[src/rtl/mlfr_pkg.sv]
// Package with the types and codes shared by the marker/length frame receiver.
package mlfr_pkg;

   typedef enum logic [2:0] {
      PH_HUNT   = 3'd0,
      PH_START2 = 3'd1,
      PH_ERR    = 3'd2,
      PH_LEN    = 3'd3,
      PH_DATA   = 3'd4,
      PH_END    = 3'd5
   } phase_type;

   typedef enum logic [2:0] {
      ST_PAYLOAD    = 3'd0,
      ST_OK         = 3'd1,
      ST_BAD_START1 = 3'd2,
      ST_BAD_START2 = 3'd3,
      ST_BAD_END    = 3'd4,
      ST_TIMEOUT    = 3'd5
   } status_type;

   localparam int unsigned CSR_ADDR_WIDTH = 4;
   localparam int unsigned CSR_DATA_WIDTH = 32;

   localparam logic [1:0] REG_FIRST_START  = 2'd0;
   localparam logic [1:0] REG_SECOND_START = 2'd1;
   localparam logic [1:0] REG_END_MARKER   = 2'd2;

endpackage

[src/rtl/marker_length_frame_receiver.sv]
// Top level of the marker/length frame receiver.
//
// The block takes one received byte or one timeout tick per item and hunts for
// frames made of two start markers, a device error byte, a length byte, that
// many payload bytes and an end marker. Each payload byte leaves as a result
// item together with the header error byte and length; the end marker gives a
// frame-ok or bad-end item, and a wrong marker or a timeout gives an error item
// and a return to hunting. Markers and header bytes give no result item. An
// item passes an input register and then the frame state logic, which loads
// the result register, so the block takes one item per cycle unless a stalled
// result holds it. The user sets the three marker values through the register
// port while the block is idle; the block itself does not enforce this.
module marker_length_frame_receiver (
   input  logic                                   clock,
   input  logic                                   reset,
   input  logic                                   req_valid,
   output logic                                   req_stall,
   input  logic [7:0]                             req_rx_byte,
   input  logic                                   req_timed_out,
   output logic                                   rsp_valid,
   input  logic                                   rsp_stall,
   output logic [2:0]                             rsp_status,
   output logic [7:0]                             rsp_device_error,
   output logic [7:0]                             rsp_frame_length,
   output logic [7:0]                             rsp_payload_byte,
   output logic                                   rsp_last_payload,
   input  logic                                   csr_psel,
   input  logic                                   csr_penable,
   input  logic                                   csr_pwrite,
   input  logic [mlfr_pkg::CSR_ADDR_WIDTH-1:0]    csr_paddr,
   input  logic [mlfr_pkg::CSR_DATA_WIDTH-1:0]    csr_pwdata,
   output logic [mlfr_pkg::CSR_DATA_WIDTH-1:0]    csr_prdata,
   output logic                                   csr_pready
);
   import mlfr_pkg::*;

   logic [7:0]  first_start_ff;
   logic [7:0]  second_start_ff;
   logic [7:0]  end_marker_ff;
   logic        csr_write;
   logic [1:0]  csr_index;

   logic        in_valid_ff;
   logic [7:0]  in_byte_ff;
   logic        in_timed_out_ff;

   phase_type   phase_ff;
   phase_type   phase_in;
   logic [7:0]  bytes_left_ff;
   logic [7:0]  bytes_left_in;
   logic [7:0]  held_error_ff;
   logic [7:0]  held_error_in;
   logic [7:0]  held_length_ff;
   logic [7:0]  held_length_in;

   logic        out_valid_ff;
   status_type  out_status_ff;
   logic [7:0]  out_error_ff;
   logic [7:0]  out_length_ff;
   logic [7:0]  out_payload_ff;
   logic        out_last_ff;

   logic        out_free;
   logic        process;
   logic        res_valid;
   status_type  res_status;
   logic        res_header;
   logic [7:0]  res_payload;
   logic        res_last;

   assign csr_pready = 1'b1;
   assign csr_index  = csr_paddr[3:2];
   assign csr_write  = csr_psel && csr_penable && csr_pwrite && csr_pready;

   always_ff @(posedge clock) begin
      if (reset) begin
         first_start_ff  <= 8'd0;
         second_start_ff <= 8'd0;
         end_marker_ff   <= 8'd0;
      end else if (csr_write) begin
         case (csr_index)
            REG_FIRST_START:  first_start_ff  <= csr_pwdata[7:0];
            REG_SECOND_START: second_start_ff <= csr_pwdata[7:0];
            REG_END_MARKER:   end_marker_ff   <= csr_pwdata[7:0];
            default: ;
         endcase
      end
   end

   always_comb begin
      case (csr_index)
         REG_FIRST_START:  csr_prdata = {24'd0, first_start_ff};
         REG_SECOND_START: csr_prdata = {24'd0, second_start_ff};
         REG_END_MARKER:   csr_prdata = {24'd0, end_marker_ff};
         default:          csr_prdata = '0;
      endcase
   end

   assign out_free  = !out_valid_ff || !rsp_stall;
   assign process   = in_valid_ff && out_free;
   assign req_stall = in_valid_ff && !out_free;

   always_ff @(posedge clock) begin
      if (reset) begin
         in_valid_ff <= 1'b0;
      end else if (req_valid && !req_stall) begin
         in_valid_ff <= 1'b1;
      end else if (process) begin
         in_valid_ff <= 1'b0;
      end
   end

   always_ff @(posedge clock) begin
      if (req_valid && !req_stall) begin
         in_byte_ff      <= req_rx_byte;
         in_timed_out_ff <= req_timed_out;
      end
   end

   always_comb begin
      phase_in = phase_ff;
      if (in_timed_out_ff) begin
         phase_in = PH_HUNT;
      end else begin
         case (phase_ff)
            PH_START2: begin
               phase_in = (in_byte_ff == second_start_ff) ? PH_ERR : PH_HUNT;
            end
            PH_ERR: begin
               phase_in = PH_LEN;
            end
            PH_LEN: begin
               phase_in = (in_byte_ff == 8'd0) ? PH_END : PH_DATA;
            end
            PH_DATA: begin
               phase_in = (bytes_left_ff <= 8'd1) ? PH_END : PH_DATA;
            end
            PH_END: begin
               phase_in = PH_HUNT;
            end
            default: begin
               phase_in = (in_byte_ff == first_start_ff) ? PH_START2 : PH_HUNT;
            end
         endcase
      end
   end

   always_comb begin
      bytes_left_in  = bytes_left_ff;
      held_error_in  = held_error_ff;
      held_length_in = held_length_ff;
      res_valid      = 1'b0;
      res_status     = ST_PAYLOAD;
      res_header     = 1'b0;
      res_payload    = 8'd0;
      res_last       = 1'b0;
      if (in_timed_out_ff) begin
         res_valid  = 1'b1;
         res_status = ST_TIMEOUT;
         res_header = (phase_ff == PH_DATA) || (phase_ff == PH_END);
      end else begin
         case (phase_ff)
            PH_START2: begin
               if (in_byte_ff != second_start_ff) begin
                  res_valid  = 1'b1;
                  res_status = ST_BAD_START2;
               end
            end
            PH_ERR: begin
               held_error_in = in_byte_ff;
            end
            PH_LEN: begin
               held_length_in = in_byte_ff;
               bytes_left_in  = in_byte_ff;
            end
            PH_DATA: begin
               res_valid   = 1'b1;
               res_status  = ST_PAYLOAD;
               res_header  = 1'b1;
               res_payload = in_byte_ff;
               res_last    = (bytes_left_ff <= 8'd1);
               bytes_left_in = res_last ? 8'd0 : bytes_left_ff - 8'd1;
            end
            PH_END: begin
               res_valid  = 1'b1;
               res_status = (in_byte_ff == end_marker_ff) ? ST_OK : ST_BAD_END;
               res_header = 1'b1;
            end
            default: begin
               if (in_byte_ff != first_start_ff) begin
                  res_valid  = 1'b1;
                  res_status = ST_BAD_START1;
               end
            end
         endcase
      end
   end

   always_ff @(posedge clock) begin
      if (reset) begin
         phase_ff       <= PH_HUNT;
         bytes_left_ff  <= 8'd0;
         held_error_ff  <= 8'd0;
         held_length_ff <= 8'd0;
      end else if (process) begin
         phase_ff       <= phase_in;
         bytes_left_ff  <= bytes_left_in;
         held_error_ff  <= held_error_in;
         held_length_ff <= held_length_in;
      end
   end

   always_ff @(posedge clock) begin
      if (reset) begin
         out_valid_ff <= 1'b0;
      end else if (out_free) begin
         out_valid_ff <= process && res_valid;
      end
   end

   always_ff @(posedge clock) begin
      if (process && res_valid) begin
         out_status_ff  <= res_status;
         out_error_ff   <= res_header ? held_error_ff : 8'd0;
         out_length_ff  <= res_header ? held_length_ff : 8'd0;
         out_payload_ff <= res_payload;
         out_last_ff    <= res_last;
      end
   end

   assign rsp_valid        = out_valid_ff;
   assign rsp_status       = out_status_ff;
   assign rsp_device_error = out_error_ff;
   assign rsp_frame_length = out_length_ff;
   assign rsp_payload_byte = out_payload_ff;
   assign rsp_last_payload = out_last_ff;

`ifndef SYNTHESIS
   assert property (@(posedge clock) disable iff (reset)
      out_valid_ff && (out_status_ff != ST_PAYLOAD) |->
         (out_payload_ff == 8'd0) && !out_last_ff)
      else $error("Non-payload result carries payload data.");

   assert property (@(posedge clock) disable iff (reset)
      process && in_timed_out_ff |=> (phase_ff == PH_HUNT))
      else $error("Timeout did not return the receiver to hunting.");

   assert property (@(posedge clock) disable iff (reset)
      (phase_ff == PH_DATA) |-> (bytes_left_ff != 8'd0))
      else $error("Payload phase with no bytes left.");

   assert property (@(posedge clock) disable iff (reset)
      req_stall |-> in_valid_ff && out_valid_ff && rsp_stall)
      else $error("Input stalled without a blocked result.");
`endif

endmodule

[config.mk]
export PLATFORM = sky130hd
export DESIGN_NAME = marker_length_frame_receiver
export DESIGN_NICKNAME = d
export VERILOG_FILES = /design/src/rtl/mlfr_pkg.sv /design/src/rtl/marker_length_frame_receiver.sv
export SDC_FILE = /design/constraint.sdc
export NUM_CORES = 1
export LEC_CHECK = 0
export ABC_AREA = 1
export BUFFER_PORTS_ARGS = -buffer_cell sky130_fd_sc_hd__clkbuf_2
export CAP_MARGIN = 40
export CORE_ASPECT_RATIO = 1.1
export CORE_MARGIN = 10
export CORE_UTILIZATION = 45
export CTS_CLUSTER_DIAMETER = 120
export CTS_CLUSTER_SIZE = 30
export DETAILED_ROUTE_END_ITERATION = 8
export PLACE_DENSITY = 0.71
export SYNTH_ARGS = -nofsm -noshare
export SYNTH_HDL_FRONTEND = slang
export SYNTH_SLANG_ARGS = --single-unit
[constraint.sdc]
create_clock -name clock -period 2.5 [get_ports clock]
set_input_delay 0.125 -clock clock [delete_from_list [all_inputs] [get_ports clock]]
set_output_delay 0.125 -clock clock [all_outputs]
set_load 0.01 [all_outputs]
==> results of run 1 <==
## cell usage after synthesis, types with 3 or more instances
cell	count	area, sq um
a21oi_1	42	210.2
a21oi_2	3	26.28
buf_4	25	187.7
clkbuf_1	7	26.28
dfxtp_1	53	1061
edfxtp_1	37	1111
ha_1	3	37.54
inv_1	57	214.0
inv_2	3	11.26
nand2_1	84	315.3
nand2_2	4	25.02
nand3_1	15	75.07
nand4_1	5	31.28
nor2_1	76	285.3
nor2_2	4	25.02
nor2_8	3	60.06
o211ai_1	6	45.04
o21ai_0	38	190.2
o21ai_1	3	15.01
xnor2_1	18	157.7
## path summary, 6_finish.rpt
path / cells after the start / slack (ns) / to
setup reg to reg: 9 / 0.44 / rsp_device_error[0]
hold / removal: 3 / 0.01 / in_valid_ff
hold reg to reg: 2 / 0.50 / held_length_ff[2]
setup / recovery: 9 / 0.44 / rsp_device_error[0]
## per-layer routing
layer  up-vias  part of all wire  wire (microns)  GRT usage
li1       1732                 -               -          -
met1      1579              0.45            4419     0.1734
met2       122              0.47            4641     0.2284
met3        17             0.065             646    0.03660
met4         0             0.022             222    0.06429
met5         -                 0               0          0
## cell usage in the layout (no fill, tap or decap), drive strengths merged
cell type    netlist  final
or2                1      1
nor2              84     84
conb               2     25
nor3               5      5
ha                 3      3
buf               28      3
o31ai              1      1
xor2               2      2
a21oi             45     45
clkbuf             9     72
edfxtp            37     37
nand4              5      5
bufinv             0      1
nand2             89     89
o21ai             43     43
a31oi              1      1
inv               62     65
nand3             16     16
o211ai             6      6
clkinv             0      3
dlygate4sd3        0      9
dfxtp             53     53
xnor2             18     18
## worst max-delay path: stages, from the launching register on
cell     delay, ns
dfxtp_1       0.41
inv_1         0.13
ha_1          0.33
nand2_1       0.10
inv_1         0.14
nand2_2       0.10
nand3_1       0.08
nand2_1       0.07
inv_1         0.06
buf_4         0.30
## state kept, by name, summed over array words and instances (netlist names)
signal	flops
rsp_frame_length	8
phase_ff	3
rsp_payload_byte	8
in_timed_out_ff	1
rsp_valid	1
in_valid_ff	1
rsp_last_payload	1
in_byte_ff	8
held_error_ff	8
bytes_left_ff	8
rsp_device_error	8
second_start_ff	8
end_marker_ff	8
held_length_ff	8
first_start_ff	8
rsp_status	3
## power groups by stage
stage | clock network [mW] | logic [mW] | registers [mW]
2_1_floorplan | 0 | 0.142 | 1.63
3_3_place_gp | 0 | 0.196 | 1.63
3_5_place_dp | 0 | 0.199 | 1.63
4_1_cts | 1.03 | 0.211 | 1.60
5_1_grt | 1.10 | 0.234 | 1.60
6_report | 1.01 | 0.211 | 1.60
## kinds of logic after synthesis
family | synth area share
compound gates | 0.1200
xor+xnor | 0.04059
fa+ha+maj | 0.008699
buf+inv | 0.1134
flops | 0.5033
other cells | 0.001740
simple gates | 0.2122
## stage by stage
step	worst slack [ns]	cells	utilization	hold WS, ns
after global placement	0.5114	679	0.4956	0.3041
after CTS	0.4390	704	0.5265	0.0007680
after floorplan	0.3866	533	-	0.1941
after global routing	0.2397	704	0.5265	0.02368
after detailed placement	0.4822	679	0.4956	0.3037
final	0.4438	704	0.5265	0.01140
## layout make-up
cell class              instances  share of cell area
well taps                     117             0.02973
multi-input cells             344              0.3535
clock inverters                 7             0.01525
flip-flops and latches         90              0.4412
clock buffers                   9             0.02516
repair buffers                 75             0.08691
inverters                      62             0.04828
==> results.toml, run 1 <==
[drt]
vias = 3450
drt_wl_total_microns = 9929
firstDrtPassIters = 4
via_per_inst = 4.901
drt-initial-drc-count = 200
avgRoutedWirePerCell_microns = 14.10
drc = 0
drtAntennaViolNets = 0

[die]
coreArea_sq_mm = 0.009351
dieArea_sq_mm = 0.01391
initial_core_util = 0.4615
dieHeight_microns = 122.7
die_w_microns = 113.4
placementRows = 37
io_pins = 115

[power]
p_sw_frac = 0.2493
switchingPower_mw = 0.7013
pwr-share-seq = 0.568
leakagePower_nw = 2.233
combPwrFrac = 0.075
power_density_mw_per_mm2 = 571.3
p_clk_frac = 0.357
irDropWorstVdd_mv = 0.2608
power.total_mw = 2.813
intPower_mw = 2.112

[timing]
finalCritPeriodShare = 0.8225
hold_violations = 0
fin_setup_tns_ns = 0
setup_violations = 0
slew-limit-headroom = 0.6057
fin_skew_ns = 0.006524
worstMarginPinSlew_ns = 0.5893
maxSlewViolCount = 0
fmax_ghz = 0.4863
grt_setup_unrepaired = "false"
period_minus_slack_ns = 2.056

[final_layout]
final-seq-area_sq_mm = 0.002172
num-fill-cells = 888
drive_gt1_frac = 0.1891
fin_area_sq_mm = 0.004923
syn2layout_area_growth_pct = 14.09
multi_input_area_sq_mm = 0.001740
antennaDiodeCount = 0
nets = 637

[clock_network]
numCtsBuffers = 9
cts.clk_slew.worst_paths_ns = 0.09
hold_buffers = 9
root_buffer = "clkbuf_8"
clock-sinks = 90
cts_tree = "built"
cts_buffer_depth = 2
clk_latency_ns = 0.36
htreeDepth = 3
cts_setup_buffers = 0
ctsResizeCount = 0

[critical_path]
critPathLaunchType = "register"
cp.required_ns = 2.54
cp_max_fo = 28
reg2reg_from = "phase_ff[1]"
arrival_ns = 2.09
cp-startpoint = "phase_ff[1]"
worst-setup-path-type = "register to register"
critPathCaptureType = "register"

[global_route]
grt_start_max_net_pins = 32
grt_pass1_vias = 3383
grt_usage = 0.1412
antenna_found_initial = 0
grt_pass1_wl_microns = 16130
grt-ovfl-total = 0

[placement]
dp_hpwl_microns = 7437
gp_congestion = 0.8894
io_buffers = 63
dpl_cell_area_sq_mm = 0.004634

[synth]
synth_top_flop_cell = "dfxtp_1"
synth-edff-count = 37
syn-cell-area_sq_mm = 0.004315
synth_seq_cells = 90
ys_types = 36
async_reset_ff_frac = 0
yosysWarningCount = 0
seq_area_frac_synth = 0.5033
synthCells = 510
syn_avg_cell_area_sq_um = 8.462

[run]
maxCapViolCount = 0

[status]
status = "finished, final reports clean"

[worst_hold_path]
hold_path_class = "primary input to register"
min_from = "req_valid"
(Power assumes the default switching activity.)
==> run 2: changes to the inputs <==
PLACE_DENSITY = 0.74   (was 0.71)
clock period = 1.8 ns   (was 2.5 ns; I/O delays follow)
==> run 2 against run 1 <==
Effect of this change: combinational power up 70%; critical path depth stayed put; clock skew grew 0.0036 ns; clock power increased by 64%; power increased by 50%; sequential power up 38%; register-to-register slack worse by 0.39 ns; routed wire length is 4.6% higher; via count up 3.9%; global-route usage up 1.0 points; critical path type unchanged; clock-buffer cell count increased by 1; setup slack lost 0.39 ns.
==> results.toml, run 2 (synthesis results as in run 1) <==
[timing]
slew-limit-headroom = 0.6226
maxSlewViolCount = 0
grt_setup_unrepaired = "true"
fmax_ghz = 0.5723
period_minus_slack_ns = 1.747
worstMarginPinSlew_ns = 0.5641
timing.hold.ws_ns = 0.1009
hold_violations = 0
setup_violations = 0
fin_skew_ns = 0.01013
finalCritPeriodShare = 0.9708

[die]
die_w_microns = 113.4
io_pins = 115
dieArea_sq_mm = 0.01391
placementRows = 37
initial_core_util = 0.4615
coreArea_sq_mm = 0.009351
dieHeight_microns = 122.7

[clock_network]
cts.clk_slew.worst_paths_ns = 0.09
clock-sinks = 90
clk_latency_ns = 0.36
cts_tree = "built"
root_buffer = "clkbuf_8"
numCtsBuffers = 9
cts_buffer_depth = 2
htreeDepth = 3

[final_layout]
antennaDiodeCount = 0
nets = 670
fin_area_sq_mm = 0.005289
drive_gt1_frac = 0.2452
layout_commonest_cell = "nand2_1"
num-fill-cells = 863
mostFrequentLayoutCells = "79 x nand2_1, 74 x nor2_1, 63 x clkbuf_2, 52 x dfxtp_1, 48 x inv_1"
syn2layout_area_growth_pct = 22.56

[global_route]
grt_pass1_wl_microns = 17260
antenna_found_initial = 0
grt-ovfl-total = 0
grt_pass1_vias = 3693
grt_start_max_net_pins = 29
grt_usage = 0.1513

[drt]
drt_wl_total_microns = 10390
drtAntennaViolNets = 0
drt-initial-drc-count = 225
drc = 0
avgRoutedWirePerCell_microns = 14.09
firstDrtPassIters = 4
vias = 3586
via_per_inst = 4.866

[critical_path]
arrival_ns = 1.87
reg2reg_from = "in_byte_ff[3]"
critPathLaunchType = "register"
cp-startpoint = "in_byte_ff[3]"
worst-setup-path-type = "register to register"
critPathCaptureType = "register"
cp.required_ns = 1.92
cp_max_fo = 28

[status]
status = "finished, final reports clean"

[placement]
dpl_cell_area_sq_mm = 0.004787
io_buffers = 63
gp_congestion = 0.8784
dp_hpwl_microns = 7833

[run]
maxCapViolCount = 0

[power]
irDropWorstVdd_mv = 0.5108
power_density_mw_per_mm2 = 799.8
leakagePower_nw = 2.400
power.total_mw = 4.230

[worst_hold_path]
min_from = "reset"
hold_path_class = "primary input to register"
-- run 2: through the flow --
stage	utilization	TNS (ns)	cells	setup WS, ns
after CTS	0.5597	0	732	0.006439
final	0.5656	0	737	0.05257
after global routing	0.5656	-1.302	737	-0.05183
after floorplan	-	-1.408	533	-0.05029
after global placement	0.5119	0	696	0.06463
after detailed placement	0.5119	0	696	0.01143
-- run 2: power breakdown --
group | total [mW] | switching (mW) | internal [mW]
Clock | 1.66 | 0.763 | 0.895
Combinational | 0.359 | 0.208 | 0.151
Sequential | 2.21 | 0.0381 | 2.17
-- run 2: worst paths after layout --
kind / to / slack [ns] / cells after the start
min reg2reg: rsp_valid / 0.50 / 2
max: rsp_device_error[6] / 0.05 / 9
max reg2reg: rsp_device_error[6] / 0.05 / 9
min: phase_ff[0] / 0.10 / 2
-- run 2: critical path: stages (launching register included) --
cell	delay, ns
edfxtp_1	0.50
xnor2_1	0.23
nand2_1	0.09
nor2_2	0.10
nand2_2	0.07
nand2_2	0.09
nand3_2	0.07
nand2_2	0.09
clkinvlp_4	0.10
buf_12	0.17
-- run 2: final cells by class --
type	count	area, sq um	share of cell area
Clock buffer	10	148.9	0.02815
Clock inverter	6	100.1	0.01893
Inverter	62	241.5	0.04566
Multi-Input combinational cell	344	1763	0.3333
Sequential cell	90	2176	0.4114
Tap cell	117	146.4	0.02768
Timing Repair Buffer	108	713.2	0.1348
-- run 2: metal layers --
layer / vias to the layer above / wire (microns) / track usage
met4: 0 / 172 / 0.06667
met2: 131 / 5155 / 0.2583
li1: 1802 / - / -
met5: - / 0 / 0
met1: 1640 / 4338 / 0.1726
met3: 13 / 720 / 0.04392
-- run 2: repair_timing --
action                                 CTS  global route
gates resized for setup                  0             6
pin swaps                                0             1
endpoints found under the hold margin   28             0
buffers inserted                         1             5
setup endpoints to repair                1            28
hold buffers                            19             0
